===== config.mk =====
export PLATFORM = sky130hd
export DESIGN_NAME = serial_frame_receiver_top
export DESIGN_NICKNAME = d
export VERILOG_FILES = /design/src/design/sfr_pkg.sv /design/src/design/sfr_cfg_regs.sv /design/src/design/sfr_parser.sv /design/src/design/sfr_out_stage.sv /design/src/design/serial_frame_receiver_top.sv
export SDC_FILE = /design/constraint.sdc
export NUM_CORES = 1
export LEC_CHECK = 0
export ABC_AREA = 1
export BUFFER_PORTS_ARGS = -buffer_cell sky130_fd_sc_hd__buf_2
export CAP_MARGIN = 20
export CORE_ASPECT_RATIO = 0.7
export CORE_MARGIN = 2
export CORE_UTILIZATION = 50
export DETAILED_ROUTE_END_ITERATION = 7
export PLACE_DENSITY = 0.69
export SLEW_MARGIN = 15
export SYNTH_ARGS = -nofsm -noshare
export SYNTH_HDL_FRONTEND = slang
export SYNTH_SLANG_ARGS = --single-unit

===== constraint.sdc =====
create_clock -name i_clk -period 6.25 [get_ports i_clk]
set_input_delay 0.625 -clock i_clk [delete_from_list [all_inputs] [get_ports i_clk]]
set_output_delay 0.625 -clock i_clk [all_outputs]
set_load 0.01 [all_outputs]

===== src/design/sfr_pkg.sv =====
// ----------------------------------------------------------------------------
// sfr_pkg
// Shared types and constants of the serial frame receiver.
// ----------------------------------------------------------------------------
package sfr_pkg;

    // Number of check bytes between payload and stop byte
    localparam int SFR_CHECK_BYTES = 4;

    // Configuration register indexes
    localparam int            CFG_IDX_W     = 2;
    localparam [CFG_IDX_W-1:0] CFG_START    = 2'd0;
    localparam [CFG_IDX_W-1:0] CFG_STOP     = 2'd1;
    localparam [CFG_IDX_W-1:0] CFG_ACK      = 2'd2;
    localparam [CFG_IDX_W-1:0] CFG_NACK     = 2'd3;

    // Configuration reset values
    localparam logic [7:0] RST_START_BYTE = 8'd2;
    localparam logic [7:0] RST_STOP_BYTE  = 8'd4;
    localparam logic [7:0] RST_ACK_TYPE   = 8'd6;
    localparam logic [7:0] RST_NACK_TYPE  = 8'd21;

    // Result kinds
    localparam logic [2:0] KIND_PAYLOAD   = 3'd0;
    localparam logic [2:0] KIND_DATA      = 3'd1;
    localparam logic [2:0] KIND_ACK       = 3'd2;
    localparam logic [2:0] KIND_NACK      = 3'd3;
    localparam logic [2:0] KIND_BAD_STOP  = 3'd4;
    localparam logic [2:0] KIND_ZERO_TYPE = 3'd5;

    typedef struct packed {
        logic [7:0] start_byte;
        logic [7:0] stop_byte;
        logic [7:0] ack_type;
        logic [7:0] nack_type;
    } t_cfg;

    typedef struct packed {
        logic [2:0]  kind;
        logic [7:0]  payload_byte;
        logic [7:0]  payload_index;
        logic [7:0]  frame_type;
        logic [7:0]  frame_length;
        logic [31:0] frame_check;
    } t_result;

endpackage


===== src/design/sfr_cfg_regs.sv =====
// ----------------------------------------------------------------------------
// sfr_cfg_regs
// Configuration register bank, written by index over the config channel.
// ----------------------------------------------------------------------------
module sfr_cfg_regs (
    input  logic                         i_clk,
    input  logic                         i_rst_n,
    input  logic                         i_wr,
    input  logic [sfr_pkg::CFG_IDX_W-1:0] i_idx,
    input  logic [7:0]                   i_data,
    output sfr_pkg::t_cfg                o_cfg
);
    import sfr_pkg::*;

    t_cfg r_cfg;

    // Register writes
    always_ff @(posedge i_clk) begin
        if (!i_rst_n) begin
            r_cfg.start_byte <= RST_START_BYTE;
            r_cfg.stop_byte  <= RST_STOP_BYTE;
            r_cfg.ack_type   <= RST_ACK_TYPE;
            r_cfg.nack_type  <= RST_NACK_TYPE;
        end else if (i_wr) begin
            case (i_idx)
                CFG_START: r_cfg.start_byte <= i_data;
                CFG_STOP:  r_cfg.stop_byte  <= i_data;
                CFG_ACK:   r_cfg.ack_type   <= i_data;
                CFG_NACK:  r_cfg.nack_type  <= i_data;
                default:   r_cfg            <= r_cfg;
            endcase
        end
    end

    assign o_cfg = r_cfg;

endmodule


===== src/design/sfr_parser.sv =====
// ----------------------------------------------------------------------------
// sfr_parser
// Frame state machine: consumes one byte per advance, emits zero or one result.
// ----------------------------------------------------------------------------
module sfr_parser #(
    parameter int CHECK_BYTES = sfr_pkg::SFR_CHECK_BYTES
) (
    input  logic             i_clk,
    input  logic             i_rst_n,
    input  logic             i_adv,
    input  logic [7:0]       i_byte,
    input  sfr_pkg::t_cfg    i_cfg,
    output logic             o_res_valid,
    output sfr_pkg::t_result o_res
);
    import sfr_pkg::*;

    localparam logic [2:0] PH_HUNT   = 3'd0;
    localparam logic [2:0] PH_TYPE   = 3'd1;
    localparam logic [2:0] PH_LENGTH = 3'd2;
    localparam logic [2:0] PH_DATA   = 3'd3;
    localparam logic [2:0] PH_CHECK  = 3'd4;
    localparam logic [2:0] PH_STOP   = 3'd5;

    logic [2:0]  r_phase, n_phase;
    logic [7:0]  r_count, n_count;
    logic [7:0]  r_type,  n_type;
    logic [7:0]  r_len,   n_len;
    logic [31:0] r_check, n_check;
    logic [7:0]  cnt_inc;
    logic        res_valid;
    t_result     res;

    assign cnt_inc = r_count + 8'd1;

    // Next state and result for the byte at the parser input
    always_comb begin
        n_phase   = r_phase;
        n_count   = r_count;
        n_type    = r_type;
        n_len     = r_len;
        n_check   = r_check;
        res_valid = 1'b0;
        res       = '0;
        case (r_phase)
            PH_TYPE: begin
                n_type = i_byte;
                if (i_byte == 8'd0) begin
                    n_phase   = PH_HUNT;
                    res_valid = 1'b1;
                    res.kind  = KIND_ZERO_TYPE;
                end else begin
                    n_phase = PH_LENGTH;
                end
            end
            PH_LENGTH: begin
                n_len   = i_byte;
                n_count = 8'd0;
                n_check = '0;
                n_phase = (i_byte != 8'd0) ? PH_DATA : PH_CHECK;
            end
            PH_DATA: begin
                res_valid         = 1'b1;
                res.kind          = KIND_PAYLOAD;
                res.payload_byte  = i_byte;
                res.payload_index = r_count;
                res.frame_type    = r_type;
                res.frame_length  = r_len;
                if (cnt_inc >= r_len) begin
                    n_count = 8'd0;
                    n_phase = PH_CHECK;
                end else begin
                    n_count = cnt_inc;
                end
            end
            PH_CHECK: begin
                n_check = {r_check[23:0], i_byte};
                if (cnt_inc >= 8'(CHECK_BYTES)) begin
                    n_count = 8'd0;
                    n_phase = PH_STOP;
                end else begin
                    n_count = cnt_inc;
                end
            end
            PH_STOP: begin
                res_valid        = 1'b1;
                res.frame_type   = r_type;
                res.frame_length = r_len;
                res.frame_check  = r_check;
                if (i_byte != i_cfg.stop_byte) begin
                    res.kind = KIND_BAD_STOP;
                end else if (r_type == i_cfg.ack_type && r_len == 8'd0) begin
                    res.kind = KIND_ACK;
                end else if (r_type == i_cfg.nack_type && r_len == 8'd0) begin
                    res.kind = KIND_NACK;
                end else begin
                    res.kind = KIND_DATA;
                end
                n_phase = PH_HUNT;
                n_count = 8'd0;
            end
            default: begin
                // hunting: anything but the start byte is dropped
                if (i_byte == i_cfg.start_byte) begin
                    n_phase = PH_TYPE;
                    n_count = 8'd0;
                end else begin
                    n_phase = PH_HUNT;
                end
            end
        endcase
    end

    // State update on each advance
    always_ff @(posedge i_clk) begin
        if (!i_rst_n) begin
            r_phase <= PH_HUNT;
            r_count <= 8'd0;
            r_type  <= 8'd0;
            r_len   <= 8'd0;
            r_check <= '0;
        end else if (i_adv) begin
            r_phase <= n_phase;
            r_count <= n_count;
            r_type  <= n_type;
            r_len   <= n_len;
            r_check <= n_check;
        end
    end

    assign o_res_valid = i_adv & res_valid;
    assign o_res       = res;

endmodule


===== src/design/sfr_out_stage.sv =====
// ----------------------------------------------------------------------------
// sfr_out_stage
// Result register with one skid entry driving the master stream.
// ----------------------------------------------------------------------------
module sfr_out_stage (
    input  logic             i_clk,
    input  logic             i_rst_n,
    input  logic             i_push,
    input  sfr_pkg::t_result i_res,
    output logic             o_full,
    output logic             m_axis_tvalid,
    input  logic             m_axis_tready,
    output logic [63:0]      m_axis_tdata,
    output logic [2:0]       m_axis_tuser
);
    import sfr_pkg::*;

    logic    r_out_v;
    logic    r_skid_v;
    t_result r_out;
    t_result r_skid;
    logic    pop;

    assign pop = r_out_v & m_axis_tready;

    // Valid flags
    always_ff @(posedge i_clk) begin
        if (!i_rst_n) begin
            r_out_v  <= 1'b0;
            r_skid_v <= 1'b0;
        end else if (!r_out_v || pop) begin
            r_out_v  <= r_skid_v | i_push;
            r_skid_v <= 1'b0;
        end else if (i_push) begin
            r_skid_v <= 1'b1;
        end
    end

    // Payload, no reset needed
    always_ff @(posedge i_clk) begin
        if (!r_out_v || pop) begin
            r_out <= r_skid_v ? r_skid : i_res;
        end else if (i_push) begin
            r_skid <= i_res;
        end
    end

    assign o_full        = r_skid_v;
    assign m_axis_tvalid = r_out_v;
    assign m_axis_tuser  = r_out.kind;
    assign m_axis_tdata  = {r_out.frame_check, r_out.frame_length, r_out.frame_type,
                            r_out.payload_index, r_out.payload_byte};

endmodule


===== src/design/serial_frame_receiver_top.sv =====
// ----------------------------------------------------------------------------
// serial_frame_receiver_top
// Length-prefixed frame receiver: start, type, length, payload, check, stop.
// ----------------------------------------------------------------------------
// Usage:
//   Slave stream carries one received byte per transfer. Master stream gives
//   one result per payload byte (tuser kind payload) and one status result
//   at the stop position (data, ack, nack, bad stop) or on a zero type byte.
//   Bytes outside a frame, header bytes and check bytes give no result.
//   Config channel (i_cfg_*) sets start byte, stop byte, ack and nack types;
//   it is always ready and must be used only while the block is idle.
//   Results pass the input register, then the result register, before they
//   are offered on the master stream. Throughput: one byte per cycle while
//   the skid entry is empty, set by the combinational frame state machine
//   between the two registers.
//   Reset: parser returns to hunting for the start byte, config registers
//   take their defaults, output stage empties.
//   Stall: while m_axis_tready is low the result register holds, one more
//   result goes to a skid entry and the input register fills; then
//   s_axis_tready drops until the master side drains.
// ----------------------------------------------------------------------------
module serial_frame_receiver_top #(
    parameter int CHECK_BYTES = sfr_pkg::SFR_CHECK_BYTES
) (
    input  logic                          i_clk,
    input  logic                          i_rst_n,
    // slave stream: tdata[7:0] rx_byte
    input  logic                          s_axis_tvalid,
    output logic                          s_axis_tready,
    input  logic [7:0]                    s_axis_tdata,
    // master stream: tdata[7:0] payload_byte, [15:8] payload_index,
    // [23:16] frame_type, [31:24] frame_length, [63:32] frame_check
    output logic                          m_axis_tvalid,
    input  logic                          m_axis_tready,
    output logic [63:0]                   m_axis_tdata,
    // tuser[2:0] kind
    output logic [2:0]                    m_axis_tuser,
    // config write channel
    input  logic                          i_cfg_valid,
    output logic                          o_cfg_ready,
    input  logic [sfr_pkg::CFG_IDX_W-1:0] i_cfg_index,
    input  logic [7:0]                    i_cfg_data
);
    import sfr_pkg::*;

    logic    r_in_v;
    logic [7:0] r_in_byte;
    logic    adv;
    logic    out_full;
    logic    res_valid;
    t_result res;
    t_cfg    cfg;

    assign o_cfg_ready   = 1'b1;
    assign adv           = r_in_v & ~out_full;
    assign s_axis_tready = ~r_in_v | adv;

    // Input register
    always_ff @(posedge i_clk) begin
        if (!i_rst_n) begin
            r_in_v <= 1'b0;
        end else if (s_axis_tready) begin
            r_in_v <= s_axis_tvalid;
        end
    end

    always_ff @(posedge i_clk) begin
        if (s_axis_tready && s_axis_tvalid) begin
            r_in_byte <= s_axis_tdata;
        end
    end

    sfr_cfg_regs u_cfg (
        .i_clk   (i_clk),
        .i_rst_n (i_rst_n),
        .i_wr    (i_cfg_valid & o_cfg_ready),
        .i_idx   (i_cfg_index),
        .i_data  (i_cfg_data),
        .o_cfg   (cfg)
    );

    sfr_parser #(
        .CHECK_BYTES (CHECK_BYTES)
    ) u_parser (
        .i_clk       (i_clk),
        .i_rst_n     (i_rst_n),
        .i_adv       (adv),
        .i_byte      (r_in_byte),
        .i_cfg       (cfg),
        .o_res_valid (res_valid),
        .o_res       (res)
    );

    sfr_out_stage u_out (
        .i_clk         (i_clk),
        .i_rst_n       (i_rst_n),
        .i_push        (res_valid),
        .i_res         (res),
        .o_full        (out_full),
        .m_axis_tvalid (m_axis_tvalid),
        .m_axis_tready (m_axis_tready),
        .m_axis_tdata  (m_axis_tdata),
        .m_axis_tuser  (m_axis_tuser)
    );

endmodule


**Yosys cells after proc, flatten, opt, wreduce, memory -nomap -nowiden**

Index checks and enable logic that the tools add are counted.

- Register bits: 236
- Bits of input ports: 23
- Output and inout port bits: 70
- Word-level logic and storage cells: 98

- Add/subtract/negate cells: 1
- Magnitude comparators: 2
- Equal/unequal tests: 14
- Mux-type cells: 22
- Bitwise logic cells: 10
- Reductions and logical operators: 24

Operators by type and width:

| operator | count |
|---|---|
| $mux 67 | 1 |
| $pmux 32 s2 | 1 |
| $mux 16 | 2 |
| $mux 32 | 1 |
| $pmux 8 s4 | 1 |
| $eq 8x8->1 | 3 |
| $mux 8 | 3 |
| $logic_not 8->1 | 2 |
| $reduce_and 2->1 | 8 |
| $mux 3 | 5 |
| $pmux 3 s5 | 1 |
| $add 8x1->8 const B | 1 |
| $ge 8x3->1 const B | 1 |
| $ge 8x8->1 | 1 |
| $ne 8x8->1 | 1 |
| $reduce_bool 8->1 | 1 |
| $eq 3x2->1 const B | 2 |
| $eq 3x3->1 const B | 2 |
| $mux 2 | 3 |
| $pmux 3 s2 | 1 |
| $reduce_and 3->1 | 2 |
| $reduce_or 2->1 | 3 |
| $not 1->1 | 5 |
| $eq 2x2->1 const B | 2 |
| 13 further kinds | 20 |

**Logic depth before layout (Yosys ltp)**

- Word-level depth: 7
- Depth in mapped cells: 17
- Mapped depth without buffers: 17

**Hierarchy**

A second synthesis with hierarchy kept.

- Cells, all modules: 1115
- Area, all modules: 10248.6 um^2

Modules (own cells, without submodules):

| module | instances | cells each | area an instance (um^2) | seq. area each (um^2) |
|---|---|---|---|---|
| sfr_out_stage | 1 | 361 | 5068.6 | 4063.9 |
| sfr_parser | 1 | 539 | 3504.6 | 1181.1 |
| sfr_cfg_regs | 1 | 197 | 1368.8 | 640.6 |
| serial_frame_receiver_top | 1 | 18 | 306.5 | 260.2 |

**Least setup slack after synthesis**

No wires, ideal clock.

- Kind: input -> register
- Start: input m_axis_tready
- End: register u_out.r_skid[0] (netlist name), enable pin
- Setup time: 492 ps
- Data arrival time: 4660 ps
- Required time: 5758 ps
- Path slack: 1098 ps
- Stages: 3
- Path buffers: 0
- Cells stage by stage: nor2_1 -> inv_1 -> nor2_1

- Longest elaborated chain between the ends: 4

RTL lines:

| item | RTL line | text |
|---|---|---|
| from (decl) | serial_frame_receiver_top.sv:34 | `input logic m_axis_tready,` |
| $and 1x1->1 | sfr_out_stage.sv:24 | `assign pop = r_out_v & m_axis_tready;` |
| $logic_or 1x1->1 | sfr_out_stage.sv:41 | `if (!r_out_v \|\| pop) begin` |
| $not 1->1 (no source line) | -- |  |
| $reduce_and 2->1 (no source line) | -- |  |
| to (signal assigned) | sfr_out_stage.sv:44 | `r_skid <= i_res;` |
| to (decl) | sfr_out_stage.sv:21 | `t_result r_skid;` |

No other way between the ends.
A chain may end at the register's enable or synchronous reset.

**Worst setup path in the final report**

- Start: register u_parser.r_phase[0]
- End: register u_out.r_skid[14] (netlist name), enable pin

- Longest elaborated chain between the ends: 5
- Elaborated cells between the ends (all ways): 7
- Classes of those cells: eq/ne: 3; mux: 1; bitwise: 1; reduce/logical: 2

RTL lines:

| item | RTL line | text |
|---|---|---|
| from (decl) | sfr_parser.sv:25 | `logic [2:0] r_phase, n_phase;` |
| from (signal assigned) | sfr_parser.sv:123 | `r_phase <= n_phase;` |
| $eq 3x2->1 / $eq 3x3->1 (equally long branches) | sfr_parser.sv:45 | `case (r_phase)` |
| $reduce_or 2->1 (no source line) | -- |  |
| $pmux 1 s2 (*) | sfr_parser.sv:45 |  |
| $and 1x1->1 (*) | sfr_parser.sv:131 | `assign o_res_valid = i_adv & res_valid;` |
| $reduce_and 2->1 (no source line) (*) | -- |  |

Every way passes the cells marked *; elsewhere a longest branch is shown, timed or not.

==> summary.md <==
| Metric | Value |
|---|---|
| Status | `finished, final reports clean` |
| Yosys warns | `0` |
| Crit end category | `register` |
| Worst Tran Pin Value | `973 ps` |
| Power per cell area | `282 nW/um^2` |
| CTS resizes | `0` |
| DRC | `0` |
| Cell accounting for the most synthesized area | `edfxtp_1` |
| Rows | `42` |
| Clk pwr share | `0.423` |
| Routed vias | `7126` |
| Die footprint | `20700 um^2` |
| Min Tclk post-route | `3650 ps` |
| Final setup viols | `0` |
| CTS Buf Count | `23` |
| Commonest cells in the netlist | `288 x nand2_1, 169 x nor2_1, 142 x edfxtp_1, 94 x dfxtp_1, 75 x inv_1` |
| Chip width | `171 um` |
| Yosys top cell area share | `0.435` |
| Area grow syn2layout | `14.1%` |
| First-pass GRT wire length | `34700 um` |
| Slowest stage cell, crit path | `dfxtp_1` |
| Initial Util | `0.514` |
| Highest clock rate | `274 MHz` |
| Layout Nets | `1150` |
| Syn_nets | `roughly 1100` |
| IO buf count | `91` |
| Critical Path Most Common Cell | `nor2_1` |
| Antenna viol nets, final | `0` |
| Comb pwr share | `0.043` |
| DRT Pass-1 Iters | `6` |
| Hold Path Cell Cnt | `1` |
| Buf+Inv Stages, Crit Path | `4` |
| Hold WS | `301 ps` |
| Most frequent cell after synthesis | `nand2_1` |
| CTS tree | `yes` |
| Worst VDD drop | `roughly 0.00013 V` |
| Static Leak | `4.85 nW` |
| Ports | `93` |
| Worst reg2reg path depth | `9` |
| Yosys cell types | `34` |
| Critical path class | `reg -> reg` |
| Met1 usage | `0.357` |
| PnR worst setup slack | `2600 ps` |
| RSZ-0062 raised after global routing | `no` |
| Net Sw Frac | `0.217` |
| Final Wtd Congestion | `0.878` |
| H-tree depth | `1` |
| Clock sinks | `236` |
| CP arrival | `3790 ps` |
| Clock Skews | `8.58 ps` |
| Slew margin rel. | `0.350` |
| Setup Buffers After CTS | `0` |
| Final Max Slew Viols | `0` |
| Worst endpoint required time | `6390 ps` |
| Tcrit/Tclk final | `0.584` |
| Register area | `roughly 6100 um^2` |
| Crit. path cell count | `9` |
| Startpoint type of the worst setup path | `register` |
| Initial antenna violation count | `0` |
| Hold Buf Count CTS | `0` |
| Core area | `19100 um^2` |
| Vias in the first global route | `6492` |
| Register area share after synthesis | `0.627` |
| DR iter-0 viols | `915` |
| Clock Tree Buf Depth | `3` |
| Setup tns final | `0 ps` |
| Delay-heaviest family, CP | `simple AND/OR/NAND/NOR gates` |
| DR vias/cell | `slightly above 5` |
| Clock root cell | `clkbuf_16` |
| Worst skew pair latency | `around 500 ps` |
| Top Usage Layer GRT | `met1` |
| EDFF count, synth | `142` |
| Hold Crit Class | `in -> reg` |
| Setup WS pre-CTS | `2690 ps` |
| Max Cap Viol | `0` |
| Synthesized flop and latch total | `between 200 and 250` |
| GR Overflow Total | `0` |
| Total GRT Usage | `0.213` |
| N_diodes | `0` |
| Synth Flop Type | `edfxtp_1` |
| Crit path cell chain | `inv_2 > nor2_1 > inv_1 > nor2_1 > inv_1 > nor2_1 > o21ai_0 > nor2_4 > buf_4` |
| Mapped Area | `9800 um^2` |
| Internal | `2.47 mW` |
| Routed length per instance | `15.7 um` |
| Sequential share of power | `0.534` |
| Layout cells sized above 1 | `0.148` |
| Ranking of synthesized cells by area | `edfxtp_1 44%, dfxtp_1 19%, nand2_1 11%` |
| Largest net degree at the start of global routing | `70` |
| Critical path's largest stage delay | `910 ps` |
| Reg clk slew, reported paths | `~60 ps` |
| Worst Path Max Fanout | `39` |
| Synth async-reset ratio | `0` |
| Filler Cells Inserted | `1706` |
| Reported net switching power | `686 uW` |
| GR Layer Usage met2 | `0.284` |
| M3 GR Usage | `0.0450` |
| Multi-input logic area | `3170 um^2` |
| Fin. Hold Viols | `0` |
| Syn avg cell area | `approximately 9.4 um^2` |
| Syn Inst Count | `1038` |
| Routed wire length | `21900 um` |
| DP Wirelength | `approximately 15000 um` |
| DIE HEIGHT | `around 120 um` |
==> per-layer routing <==
metal,part of all wire,up-vias
met3,0.086,21
met1,0.52,3301
met2,0.39,254
li1,-,3550
met5,0,-
met4,0.0095,0
==> per-stage QoR <==
| step | cell area (um^2) | utilization | power [mW] | instances |
|---|---|---|---|---|
| after floorplan | 9800 | - | 1.81 | 1038 |
| after global placement | 10500 | 0.549 | 1.85 | 1358 |
| after detailed placement | 10500 | 0.549 | 1.85 | 1358 |
| after CTS | 11200 | 0.586 | 3.17 | 1398 |
| after global routing | 11200 | 0.586 | 3.26 | 1398 |
| final | 11200 | 0.586 | 3.16 | 1398 |
==> state kept, by name, summed over array words and instances (netlist names), 8 cells and up <==
name,cells
u_out.r_skid,67
u_parser.r_count,8
u_cfg.o_cfg,32
u_parser.r_check,32
u_parser.r_len,8
r_in_byte,8
u_parser.r_type,8
u_out.m_axis_tdata,64
==> worst paths after layout <==
| check | slack (ps) | from | to |
|---|---|---|---|
| setup / recovery | 2600 | u_parser.r_phase[0] | u_out.r_skid[14] |
| hold / removal | 300 | s_axis_tdata[4] | r_in_byte[4] |
| setup reg to reg | 2600 | u_parser.r_phase[0] | u_out.r_skid[14] |
| hold reg to reg | 470 | u_cfg.o_cfg[27] | u_cfg.o_cfg[27] |
==> layout by cell type (no fill, tap or decap), types with 2 or more instances in the layout <==
cell	count
buf_4	6
nand3_1	18
a21oi_1	34
clkbuf_1	4
nand3_2	5
nand2_2	2
a31oi_1	2
xnor2_1	5
clkinv_1	4
nand2_4	2
clkbuf_16	23
nor2_4	4
nor2_2	5
a22oi_1	31
buf_2	91
clkinv_2	5
bufinv_16	2
nand4_1	11
nor4_1	4
nand2_1	288
ha_1	8
inv_2	11
or2_2	3
o21ai_0	51
dfxtp_1	93
o21ai_2	3
inv_1	74
xor2_1	22
nor3_1	4
edfxtp_1	142
nor2_1	168
==> cell type report <==
class	count	share of cell area
Clock buffer	28	0.0540
Clock inverter	12	0.00984
Inverter	86	0.0289
Multi-Input combinational cell	675	0.283
Sequential cell	236	0.550
Tap cell	264	0.0295
Timing Repair Buffer	97	0.0447
==> worst reg2reg max path: cells and delay by family, from the launching register on <==
family          cells  cell delay (ps)
buf+inv             4              940
compound gates      1              190
simple gates        4             1230
flops               1              910
==> kinds of logic after synthesis <==
logic type,count (synthesis),share of synthesized area
AO/OA/AOI/OAI,123,0.0729
XOR/XNOR,27,0.0241
adder cells (fa/ha/maj),8,0.0102
buffers and inverters,127,0.0504
flip-flops,236,0.627
other,1,0.000383
AND/OR/NAND/NOR,516,0.215
==> power groups by stage <==
| stage | sequential [mW] | clock, mW | combinational [mW] |
|---|---|---|---|
| after floorplan | 1.71 | 0 | 0.0990 |
| after global placement | 1.72 | 0 | 0.132 |
| after detailed placement | 1.72 | 0 | 0.134 |
| after CTS | 1.68 | 1.35 | 0.135 |
| after global routing | 1.69 | 1.42 | 0.155 |
| final | 1.68 | 1.34 | 0.137 |
No activity file was read; power rests on OpenSTA's default activity.
